--- src/rtl/bfrx_pkg.sv ---
// Package for the byte frame receiver with XOR check.
// Holds field widths, register indexes and the controller/datapath structs.
// No dependencies.
package bfrx_pkg;

	localparam int BYTE_W    = 8;
	localparam int LEN_W     = 6;
	localparam int CFG_IDX_W = 8;

	localparam logic [CFG_IDX_W-1:0] CFG_START_MARKER = 8'd0;
	localparam logic [CFG_IDX_W-1:0] CFG_END_MARKER   = 8'd1;

	localparam logic [BYTE_W-1:0] START_MARKER_RST = 8'd2;
	localparam logic [BYTE_W-1:0] END_MARKER_RST   = 8'd3;

	typedef struct packed {
		logic take;
		logic clr_idx;
		logic inc_idx;
		logic load_out;
	} cmd_t;

	typedef struct packed {
		logic frame_ok;
		logic empty;
		logic last;
		logic out_free;
	} status_t;

endpackage

--- src/rtl/bfrx_if.sv ---
// Channel interfaces: received byte stream, frame result stream, register write.
// Depends on bfrx_pkg for field widths.
interface bfrx_byte_if;
	logic                      valid;
	logic                      ready;
	logic [bfrx_pkg::BYTE_W-1:0] rx_byte;
	modport source (output valid, output rx_byte, input ready);
	modport sink (input valid, input rx_byte, output ready);
endinterface

interface bfrx_frame_if;
	logic                       valid;
	logic                       ready;
	logic [bfrx_pkg::BYTE_W-1:0] packet_mode;
	logic [bfrx_pkg::BYTE_W-1:0] payload_byte;
	logic [bfrx_pkg::LEN_W-1:0]  payload_length;
	logic                       byte_present;
	logic                       last_of_packet;
	modport source (output valid, output packet_mode, output payload_byte,
		output payload_length, output byte_present, output last_of_packet, input ready);
	modport sink (input valid, input packet_mode, input payload_byte,
		input payload_length, input byte_present, input last_of_packet, output ready);
endinterface

interface bfrx_cfg_if;
	logic                          valid;
	logic                          ready;
	logic [bfrx_pkg::CFG_IDX_W-1:0] index;
	logic [bfrx_pkg::BYTE_W-1:0]    data;
	modport source (output valid, output index, output data, input ready);
	modport sink (input valid, input index, input data, output ready);
endinterface

--- src/rtl/bfrx_ctrl.sv ---
// Controller: accepts bytes, then sequences payload store reads and result loads.
// Depends on bfrx_pkg for the command and status structs.
module bfrx_ctrl (
	input  logic              clk,
	input  logic              arst_n,
	input  logic              in_valid,
	output logic              in_ready,
	input  bfrx_pkg::status_t status,
	output bfrx_pkg::cmd_t    cmd
);

	typedef enum logic [1:0] {
		S_IDLE,
		S_FETCH,
		S_LOAD
	} state_t;

	state_t state_q;

	always_comb begin
		in_ready     = (state_q == S_IDLE);
		cmd.take     = in_ready && in_valid;
		cmd.clr_idx  = cmd.take && status.frame_ok;
		cmd.load_out = (state_q == S_LOAD) && status.out_free;
		cmd.inc_idx  = cmd.load_out;
	end

	always_ff @(posedge clk or negedge arst_n) begin
		if (!arst_n) begin
			state_q <= S_IDLE;
		end else begin
			unique case (state_q)
				S_IDLE: begin
					if (cmd.take && status.frame_ok) begin
						state_q <= status.empty ? S_LOAD : S_FETCH;
					end
				end
				S_FETCH: begin
					state_q <= S_LOAD;
				end
				S_LOAD: begin
					if (status.out_free) begin
						state_q <= (status.empty || status.last) ? S_IDLE : S_FETCH;
					end
				end
				default: begin
					state_q <= S_IDLE;
				end
			endcase
		end
	end

endmodule

--- src/rtl/bfrx_datapath.sv ---
// Datapath: frame parser registers, markers, payload store and result register.
// Depends on bfrx_pkg; driven by bfrx_ctrl through command and status structs.
module bfrx_datapath #(
	parameter int PAYLOAD_CAPACITY = 64
) (
	input  logic                          clk,
	input  logic                          arst_n,
	input  logic [bfrx_pkg::BYTE_W-1:0]    rx_byte,
	input  logic                          cfg_valid,
	input  logic [bfrx_pkg::CFG_IDX_W-1:0] cfg_index,
	input  logic [bfrx_pkg::BYTE_W-1:0]    cfg_data,
	input  logic                          out_ready,
	output logic                          out_valid,
	output logic [bfrx_pkg::BYTE_W-1:0]    packet_mode,
	output logic [bfrx_pkg::BYTE_W-1:0]    payload_byte,
	output logic [bfrx_pkg::LEN_W-1:0]     payload_length,
	output logic                          byte_present,
	output logic                          last_of_packet,
	input  bfrx_pkg::cmd_t                cmd,
	output bfrx_pkg::status_t             status
);

	localparam int DEPTH = PAYLOAD_CAPACITY - 1;
	localparam int IDX_W = (DEPTH > 1) ? $clog2(DEPTH) : 1;
	localparam logic [bfrx_pkg::LEN_W-1:0] DEPTH_L = bfrx_pkg::LEN_W'(DEPTH);

	typedef enum logic [1:0] {
		PH_HUNT,
		PH_MODE,
		PH_DATA,
		PH_SUM
	} phase_t;

	phase_t                       phase_q;
	logic [bfrx_pkg::BYTE_W-1:0] start_q;
	logic [bfrx_pkg::BYTE_W-1:0] end_q;
	logic [bfrx_pkg::BYTE_W-1:0] mode_q;
	logic [bfrx_pkg::BYTE_W-1:0] xor_q;
	logic [bfrx_pkg::LEN_W-1:0]  count_q;
	logic [bfrx_pkg::LEN_W-1:0]  idx_q;
	logic [bfrx_pkg::BYTE_W-1:0] rd_data_q;
	logic [bfrx_pkg::BYTE_W-1:0] mem [DEPTH];

	logic is_start;
	logic is_end;
	logic store_wr;

	assign is_start = (rx_byte == start_q);
	assign is_end   = (rx_byte == end_q);
	assign store_wr = cmd.take && !is_start && (phase_q == PH_DATA) && !is_end
		&& (count_q < DEPTH_L);

	always_comb begin
		status.frame_ok = !is_start && (phase_q == PH_SUM) && (xor_q == rx_byte);
		status.empty    = (count_q == '0);
		status.last     = ((idx_q + bfrx_pkg::LEN_W'(1)) == count_q);
		status.out_free = !out_valid || out_ready;
	end

	always_ff @(posedge clk or negedge arst_n) begin
		if (!arst_n) begin
			start_q <= bfrx_pkg::START_MARKER_RST;
			end_q   <= bfrx_pkg::END_MARKER_RST;
		end else if (cfg_valid) begin
			unique case (cfg_index)
				bfrx_pkg::CFG_START_MARKER: start_q <= cfg_data;
				bfrx_pkg::CFG_END_MARKER:   end_q   <= cfg_data;
				default: ;
			endcase
		end
	end

	always_ff @(posedge clk or negedge arst_n) begin
		if (!arst_n) begin
			phase_q <= PH_HUNT;
			mode_q  <= '0;
			xor_q   <= '0;
			count_q <= '0;
		end else if (cmd.take) begin
			if (is_start) begin
				xor_q   <= '0;
				count_q <= '0;
				phase_q <= PH_MODE;
			end else begin
				unique case (phase_q)
					PH_MODE: begin
						mode_q  <= rx_byte;
						phase_q <= PH_DATA;
					end
					PH_DATA: begin
						if (is_end) begin
							phase_q <= PH_SUM;
						end else begin
							xor_q <= xor_q ^ rx_byte;
							if (count_q >= DEPTH_L) begin
								phase_q <= PH_HUNT;
							end else begin
								count_q <= count_q + bfrx_pkg::LEN_W'(1);
							end
						end
					end
					PH_SUM: begin
						phase_q <= PH_HUNT;
					end
					default: ;
				endcase
			end
		end
	end

	always_ff @(posedge clk) begin
		if (store_wr) begin
			mem[count_q[IDX_W-1:0]] <= rx_byte;
		end
		rd_data_q <= mem[idx_q[IDX_W-1:0]];
	end

	always_ff @(posedge clk or negedge arst_n) begin
		if (!arst_n) begin
			idx_q <= '0;
		end else if (cmd.clr_idx) begin
			idx_q <= '0;
		end else if (cmd.inc_idx) begin
			idx_q <= idx_q + bfrx_pkg::LEN_W'(1);
		end
	end

	always_ff @(posedge clk or negedge arst_n) begin
		if (!arst_n) begin
			out_valid <= 1'b0;
		end else if (cmd.load_out) begin
			out_valid <= 1'b1;
		end else if (out_ready) begin
			out_valid <= 1'b0;
		end
	end

	always_ff @(posedge clk) begin
		if (cmd.load_out) begin
			packet_mode    <= mode_q;
			payload_byte   <= status.empty ? '0 : rd_data_q;
			payload_length <= count_q;
			byte_present   <= !status.empty;
			last_of_packet <= status.empty || status.last;
		end
	end

endmodule

--- src/rtl/byte_frame_receiver_xor_check_core.sv ---
// Byte frame receiver with XOR check: top level joining controller and datapath.
// Bytes are taken while idle; a matching checksum byte starts a run of results, each
// a store read then a result load (only the load for an empty frame's result).
// A byte is not taken while a run is read out; the last result may wait unheld.
// Reset (arst_n, asynchronous): hunting phase, markers 2 and 3, no result pending.
// Depends on bfrx_pkg, bfrx_if, bfrx_ctrl and bfrx_datapath.
module byte_frame_receiver_xor_check_core #(
	parameter int PAYLOAD_CAPACITY = 64
) (
	input  logic          clk,
	input  logic          arst_n,
	bfrx_byte_if.sink     rx,
	bfrx_frame_if.source  tx,
	bfrx_cfg_if.sink      cfg
);

	bfrx_pkg::cmd_t    cmd;
	bfrx_pkg::status_t status;

	assign cfg.ready = 1'b1;

	bfrx_ctrl u_ctrl (
		.clk      (clk),
		.arst_n   (arst_n),
		.in_valid (rx.valid),
		.in_ready (rx.ready),
		.status   (status),
		.cmd      (cmd)
	);

	bfrx_datapath #(
		.PAYLOAD_CAPACITY (PAYLOAD_CAPACITY)
	) u_datapath (
		.clk            (clk),
		.arst_n         (arst_n),
		.rx_byte        (rx.rx_byte),
		.cfg_valid      (cfg.valid),
		.cfg_index      (cfg.index),
		.cfg_data       (cfg.data),
		.out_ready      (tx.ready),
		.out_valid      (tx.valid),
		.packet_mode    (tx.packet_mode),
		.payload_byte   (tx.payload_byte),
		.payload_length (tx.payload_length),
		.byte_present   (tx.byte_present),
		.last_of_packet (tx.last_of_packet),
		.cmd            (cmd),
		.status         (status)
	);

endmodule
--- src/flat_wrapper.sv ---
// flat-port wrapper written by rule: the top's interface ports become plain ports
module byte_frame_receiver_xor_check_core_flat 
#(
	parameter int PAYLOAD_CAPACITY = 64
)
  (clk, arst_n, rx_valid, rx_rx_byte, rx_ready, tx_valid, tx_packet_mode, tx_payload_byte, tx_payload_length, tx_byte_present, tx_last_of_packet, tx_ready, cfg_valid, cfg_index, cfg_data, cfg_ready);
  bfrx_byte_if rx_i ();
  bfrx_frame_if tx_i ();
  bfrx_cfg_if cfg_i ();
  input  logic clk;
  input  logic arst_n;
  input wire logic [$bits(rx_i.valid)-1:0] rx_valid;
  input wire logic [$bits(rx_i.rx_byte)-1:0] rx_rx_byte;
  output wire logic [$bits(rx_i.ready)-1:0] rx_ready;
  output wire logic [$bits(tx_i.valid)-1:0] tx_valid;
  output wire logic [$bits(tx_i.packet_mode)-1:0] tx_packet_mode;
  output wire logic [$bits(tx_i.payload_byte)-1:0] tx_payload_byte;
  output wire logic [$bits(tx_i.payload_length)-1:0] tx_payload_length;
  output wire logic [$bits(tx_i.byte_present)-1:0] tx_byte_present;
  output wire logic [$bits(tx_i.last_of_packet)-1:0] tx_last_of_packet;
  input wire logic [$bits(tx_i.ready)-1:0] tx_ready;
  input wire logic [$bits(cfg_i.valid)-1:0] cfg_valid;
  input wire logic [$bits(cfg_i.index)-1:0] cfg_index;
  input wire logic [$bits(cfg_i.data)-1:0] cfg_data;
  output wire logic [$bits(cfg_i.ready)-1:0] cfg_ready;
  assign rx_i.valid = rx_valid;
  assign rx_i.rx_byte = rx_rx_byte;
  assign rx_ready = rx_i.ready;
  assign tx_valid = tx_i.valid;
  assign tx_packet_mode = tx_i.packet_mode;
  assign tx_payload_byte = tx_i.payload_byte;
  assign tx_payload_length = tx_i.payload_length;
  assign tx_byte_present = tx_i.byte_present;
  assign tx_last_of_packet = tx_i.last_of_packet;
  assign tx_i.ready = tx_ready;
  assign cfg_i.valid = cfg_valid;
  assign cfg_i.index = cfg_index;
  assign cfg_i.data = cfg_data;
  assign cfg_ready = cfg_i.ready;
  byte_frame_receiver_xor_check_core #(.PAYLOAD_CAPACITY(PAYLOAD_CAPACITY)) u_core (.clk(clk), .arst_n(arst_n), .rx(rx_i), .tx(tx_i), .cfg(cfg_i));
endmodule
--- config.mk ---
export PLATFORM = sky130hd
export DESIGN_NAME = byte_frame_receiver_xor_check_core_flat
export DESIGN_NICKNAME = d
export VERILOG_FILES = /design/src/rtl/bfrx_pkg.sv /design/src/rtl/bfrx_if.sv /design/src/rtl/bfrx_ctrl.sv /design/src/rtl/bfrx_datapath.sv /design/src/rtl/byte_frame_receiver_xor_check_core.sv /design/src/flat_wrapper.sv
export SDC_FILE = /design/constraint.sdc
export NUM_CORES = 1
export LEC_CHECK = 0
export BUFFER_PORTS_ARGS = -buffer_cell sky130_fd_sc_hd__buf_2
export CAP_MARGIN = 10
export CORE_UTILIZATION = 45
export DETAILED_ROUTE_END_ITERATION = 12
export HOLD_SLACK_MARGIN = 0.12
export PLACE_DENSITY = 0.65
export SKIP_CTS_REPAIR_TIMING = 1
export SLEW_MARGIN = 20
export SYNTH_ARGS = -nofsm -noshare
export SYNTH_HDL_FRONTEND = slang
export SYNTH_SLANG_ARGS = --single-unit
--- constraint.sdc ---
create_clock -name clk -period 6.93 [get_ports clk]
set_input_delay 0.693 -clock clk [delete_from_list [all_inputs] [get_ports clk]]
set_output_delay 0.693 -clock clk [all_outputs]
set_load 0.01 [all_outputs]
Word-level counts from Yosys, hierarchy flattened. Memory sizes are Yosys's and may differ from the RTL's. A register that Yosys moved wholly into a read port is not among the register bits. Index checks and enable logic that the tools add are counted.

Word-level logic and storage cells: 87. Output and inout port bits: 27. Memories kept: 1. Input bits: 29. RAM bits: 504. Register bits: 73.

Memories: u_core.u_datapath.mem (words 63, bits a word 8, read ports 1, clocked after memory_dff 1, wr ports 1, line bfrx_datapath.sv:42) `logic [bfrx_pkg::BYTE_W-1:0] mem [DEPTH];`.

Bitwise operators: 2. Order comparisons: 2. Equality and inequality tests: 15. $add $sub $neg: 2. Muxes and demuxes: 22. Reductions and logical operators: 29.

Operators by type and width (count): 6-bit 2-to-1 mux (6); 8-bit equality test (3); 8-bit 2-to-1 mux (3); 6-bit by 1-bit adder with 6-bit output (second input constant) (2); 2-bit 2-to-1 mux (6); 2-bit case mux with 3 select lines (2); 1-bit logical AND (9); 3-bit AND reduction (3); 8-bit by 1-bit equality test with 1-bit output (second input constant) (1); 8-bit zero test (1); 8-bit bitwise XOR (1); 2-bit equality test (second input constant) (3); 6-bit equality test (1); 6-bit greater-or-equal comparator (second input constant) (1); 6-bit zero test (1); 6-bit less-than comparator (second input constant) (1); 2-bit != test (second input constant) (3); 2-bit AND reduction (3); 2-bit nonzero test (3); 1-bit 2-to-1 mux (5); 2-bit by 1-bit equality test with 1-bit output (second input constant) (2); 1-bit zero test (4); 4-bit by 3-bit != test with 1-bit output (second input constant) (1); 4-bit AND reduction (1); other kinds (5) (6).

Logic depth before layout (Yosys ltp).
Depth after elaboration: 8. Depth in mapped cells: 10. Mapped depth without buffers: 7.

Modules after synthesis. Synthesis repeated with hierarchy kept, for this count alone.

Cells, all modules: 1198. Area, all modules: 23317.4 um^2.

Modules (own cells, without submodules): bfrx_datapath (area each 23174.7 um^2, sequential area each 17195.2 um^2, times used 1, cells each 1183); bfrx_ctrl (area each 131.4 um^2, sequential area each 50.0 um^2, times used 1, cells each 13); byte_frame_receiver_xor_check_core (area each 11.3 um^2, sequential area each 0.0 um^2, times used 1, cells each 2).

Worst setup path after synthesis. No wires, ideal clock.

Path kind: input-to-reg. Start point: input port rx_rx_byte[3]. End point: memory u_core.u_datapath.mem[25][0] (netlist name), enable pin. Data arrival time: 2.408 ns. Stages: 8. Data required time: 6.560 ns. Slack: 4.152 ns. Path through: clkbuf_2 xor2_1 nor4_1 a21oi_2 nand3b_1 or4_1 clkbuf_1 nor2_1.

Word-level cells in the longest chain between the ends: 8. Elaborated cells between the ends (all ways): 10. Classes of those cells: 2 x eq/ne; 2 x mux; 6 x reduce/logical.

RTL lines: start: declaration (line flat_wrapper.sv:13) `input wire logic [$bits(rx_i.rx_byte)-1:0] rx_rx_byte;`; 8-bit equality test (line bfrx_datapath.sv:48) `assign is_start = (rx_byte == start_q);`; 1-bit zero test (line bfrx_datapath.sv:50) `assign store_wr = cmd.take && !is_start && (phase_q == PH_DATA) && !is_end`; 1-bit logical AND (2 in series) (line bfrx_datapath.sv:50); 1-bit logical AND * (line bfrx_datapath.sv:50); 1-bit logical AND * (line bfrx_datapath.sv:51) `&& (count_q < DEPTH_L);`; 1-bit 2-to-1 mux * (line bfrx_datapath.sv:112) `if (store_wr) begin`; 1-bit 2-to-1 mux (not written as such) * (line bfrx_datapath.sv:113) `mem[count_q[IDX_W-1:0]] <= rx_byte;`; end: declaration (line bfrx_datapath.sv:42).

Mark *: on every way between the ends. The rest lies on a longest branch, timed or not.

Worst setup path in the final report.
Start point: register u_core.u_datapath.count_q[4] (netlist name). End point: memory u_core.u_datapath.mem[38][6] (netlist name), enable pin.

Word-level cells in the longest chain between the ends: 4.

RTL lines: start: declaration (line bfrx_datapath.sv:39) `logic [bfrx_pkg::LEN_W-1:0] count_q;`; start signal: assignment (line bfrx_datapath.sv:98) `count_q <= count_q + bfrx_pkg::LEN_W'(1);`; 6-bit less-than comparator (line bfrx_datapath.sv:51); 1-bit logical AND (line bfrx_datapath.sv:51); 1-bit 2-to-1 mux (line bfrx_datapath.sv:112); 1-bit 2-to-1 mux (not written as such) (line bfrx_datapath.sv:113).

Parallel ways exist; a longest one is shown, timed or not.

==> impl_metrics.tcl <==
set metrics [dict create \
    outcome "complete, no violations" \
    synth_warnings 0 \
    cts_buffers 57 \
    numPortBuffers 54 \
    n_antenna_cell 0 \
    ioPinCount 56 \
    crit_required_ns 7.17 \
    maxSlewHeadroom_pct 28.4 \
    r2r-end "u_core.u_datapath.mem[38][6]" \
    worst_slew_pin_slew_ns 1.07 \
    clk_pin_slew_ns 0.06 \
    drv_cap 0 \
    cts.sinks 585 \
    cpPeakStageDelay_ns 0.95 \
    drtPass1Iterations 5 \
    synth_cell_types 53 \
    wl_per_cell_um 26.7 \
    grt_use_total_pct 20.7 \
    syn_area_um2 23200 \
    cts-root-buf "clkbuf_16" \
    tns_ns 0 \
    ctsLongestPathBuffers 3 \
    rr_startpoint "u_core.u_datapath.count_q[4]" \
    grt_pass1_wl_mm 79.2 \
    die_area_um2 52400 \
    cp_max_fo 13 \
    synth_largest_area_cell "edfxtp_1" \
    crit_path_top_delay_cell "nor2_1" \
    coreArea_um2 50500 \
    netlist_instances 1214 \
    crit_chain "nand3_2 > o21ai_0 > nor4_4 > nand4_1 > nor2_1" \
    powerDensity_nw_per_um2 304 \
    startpoint_type "flip-flop" \
    yosys_register_bits 585 \
    synth_edf_count 528 \
    setup_viol 0 \
    dp_hpwl_mm 32.3 \
    drive_above_1_share_pct 24.5 \
    yosysSeqAreaShare_pct 74.4 \
    r2r_slack_ns 3.11 \
    synth.most_common_cell "edfxtp_1" \
    path_delay_family "simple AND/OR/NAND/NOR gates" \
    grt_pass1_vias 11600 \
    netlist_top_cells_count "edfxtp_1, mux4_2, nor2_1, mux2i_1, dfrtp_1" \
    path_class "flip-flop to flip-flop" \
    wl_mm 53.4 \
    maxSlewViolCount 0 \
    postLayoutCoreUtil_pct 51.7 \
    worst_skew_pair.late_latency_ns 0.62 \
    synth_top_flop_cell "edfxtp_1" \
    vias 11700 \
    synthArstFlopShare_pct 8.38 \
    synth_top_area_share_pct 68.4 \
    netlist_top_cells_area "edfxtp_1, mux4_2, dfrtp_1" \
    final_net_count 1311 \
    antenna_left 0 \
    finalCritPeriodShare_pct 55.1 \
    finalCriticalPeriod_ns 3.82 \
    placementRows 82 \
    ff2ff_path_depth 5 \
    start_util_pct 45.9 \
    drt_iter0_drc 1161 \
    antenna_found_initial 2 \
    cp_num_buf_inv 0 \
    hold_viol_final 0 \
    grt_max_degree 82 \
    cp.depth 5 \
    cp_data_arrival_time_ns 4.06 \
    timing.fmax_mhz 262 \
    cts_tree "built" \
    cp-end-kind "flip-flop" \
    syn_nets 1246 \
    dieHeight_um 229 \
    drc 0 \
    overflow 0 \
    final.setup_skew_ns 0.0168 \
    rsz0062_at_grt "no" \
    areaGrowthSynthToFinish_pct 12.5 \
    routed_via_density 5.86 \
    gp_congestion 0.854 \
    leakage_nw 8.65 \
    htreeDepth 2 \
    hold_class "input pin to async pin" \
    syn-mean-instance-area_um2 19.1 \
    dieWidth_um 229 \
    irDropWorstVdd_mv 0.184 \
]
## routing by layer
| layer | global-route usage, % | vias up | wire (um) |
|---|---|---|---|
| li1 | - | 5008 | - |
| met1 | 30.2 | 6149 | 23000 |
| met2 | 32.4 | 477 | 25600 |
| met3 | 3.18 | 85 | 3490 |
| met4 | 6.58 | 0 | 1310 |
| met5 | 0 | - | 0 |
## power by group
group | switching [mW] | internal, mW | leakage (nW) | total, mW
Sequential | 0.106 | 3.99 | 5.46 | 4.09
Clock | 1.33 | 1.92 | 0.976 | 3.25
Combinational | 0.382 | 0.190 | 2.21 | 0.573
## worst max-delay path by stage
stage / to / startpoint / slack (ns)
4_1_cts: u_core.u_datapath.mem[38][5] / u_core.u_datapath.count_q[3] / 3.20
5_1_grt: u_core.u_datapath.mem[38][6] / u_core.u_datapath.count_q[3] / 3.03
2_1_floorplan: u_core.u_datapath.mem[25][0] / rx_rx_byte[3] / 4.15
3_5_place_dp: u_core.u_datapath.mem[38][3] / rx_rx_byte[6] / 2.61
3_3_place_gp: u_core.u_datapath.mem[38][4] / rx_rx_byte[6] / 2.70
6_report: u_core.u_datapath.mem[38][6] / u_core.u_datapath.count_q[4] / 3.11
## final cells by class
| cell class | count | area (um2) |
|---|---|---|
| tap | 672 | 841 |
| sequential | 585 | 17300 |
| clock buffer | 64 | 1500 |
| clock inverter | 43 | 470 |
| multi-input combinational | 555 | 5560 |
| fill | 3993 | 24400 |
| timing repair buffer | 74 | 433 |
| inverter | 6 | 22.5 |
## flip-flops by register name, indices dropped and copies added, names as in the netlist
name                              count
u_core.u_datapath.packet_mode         8
u_core.u_datapath.start_q             8
u_core.u_ctrl.state_q                 2
u_core.u_datapath.last_of_packet      1
u_core.u_datapath.count_q             6
u_core.u_datapath.payload_byte        8
u_core.u_datapath.idx_q               6
u_core.u_datapath.mode_q              8
u_core.u_datapath.byte_present        1
u_core.u_datapath.mem               504
u_core.u_datapath.phase_q             2
u_core.u_datapath.rd_data_q           8
u_core.u_datapath.payload_length      6
u_core.u_datapath.xor_q               8
u_core.u_datapath.out_valid           1
u_core.u_datapath.end_q               8
## layout by cell type (no fill, tap or decap), types with 3 or more instances in the layout
| cell | netlist | routed |
|---|---|---|
| mux4_2 | 117 | 117 |
| xor2_1 | 16 | 16 |
| clkinv_2 | 0 | 19 |
| nand3_1 | 7 | 7 |
| a21oi_1 | 31 | 31 |
| nor2b_1 | 5 | 4 |
| nor3_1 | 16 | 16 |
| o221ai_1 | 12 | 12 |
| nand2b_1 | 13 | 13 |
| o21ai_0 | 38 | 38 |
| a211oi_1 | 8 | 8 |
| buf_4 | 9 | 19 |
| inv_1 | 3 | 3 |
| nand2_1 | 23 | 23 |
| nor2_1 | 89 | 89 |
| or3_1 | 3 | 3 |
| mux2_2 | 26 | 26 |
| buf_2 | 17 | 54 |
| clkbuf_1 | 27 | 5 |
| clkinv_1 | 1 | 10 |
| bufinv_16 | 0 | 10 |
| nand3b_1 | 5 | 5 |
| clkbuf_16 | 0 | 59 |
| ha_1 | 3 | 3 |
| edfxtp_1 | 528 | 528 |
| nand4_1 | 8 | 8 |
| and2_1 | 11 | 11 |
| nor4_1 | 3 | 3 |
| dfxtp_1 | 8 | 8 |
| mux2i_1 | 63 | 63 |
| dfrtp_1 | 46 | 44 |
| dfstp_2 | 3 | 3 |
| nor3b_1 | 3 | 3 |
| o22ai_1 | 16 | 16 |
| xnor2_1 | 17 | 17 |
## cells by family (layout without fill, tap and decap cells)
family,after synthesis,after routing,synth area share (%)
DFF,585,585,74.4
muxes,206,206,15.4
and+or+nand+nor,197,197,4.20
AOI/OAI and AO/OA,115,115,2.99
buffers and inverters,74,187,1.60
xor gates and xnor gates,33,33,1.25
adders and majority gates,3,3,0.162
other,1,1,0.0162
## worst reg2reg max path, stage by stage (launching register included)
cell,delay [ns]
dfrtp_1,0.57
nand3_2,0.32
o21ai_0,0.23
nor4_4,0.46
nand4_1,0.90
nor2_1,0.96
## metrics by stage
step	setup WS, ns	hold WS (ns)	total power [mW]	area (um2)	std cells
after detailed placement	2.61	0.432	4.74	24100	1892
after global placement	2.70	0.427	4.73	24100	1892
after CTS	3.20	0.185	7.97	26100	1999
after floorplan	4.15	0.397	4.48	23200	1214
final	3.11	0.186	7.91	26100	1999
after global routing	3.03	0.228	8.15	26100	1999
Note: power is estimated with default switching activity, not from simulation.
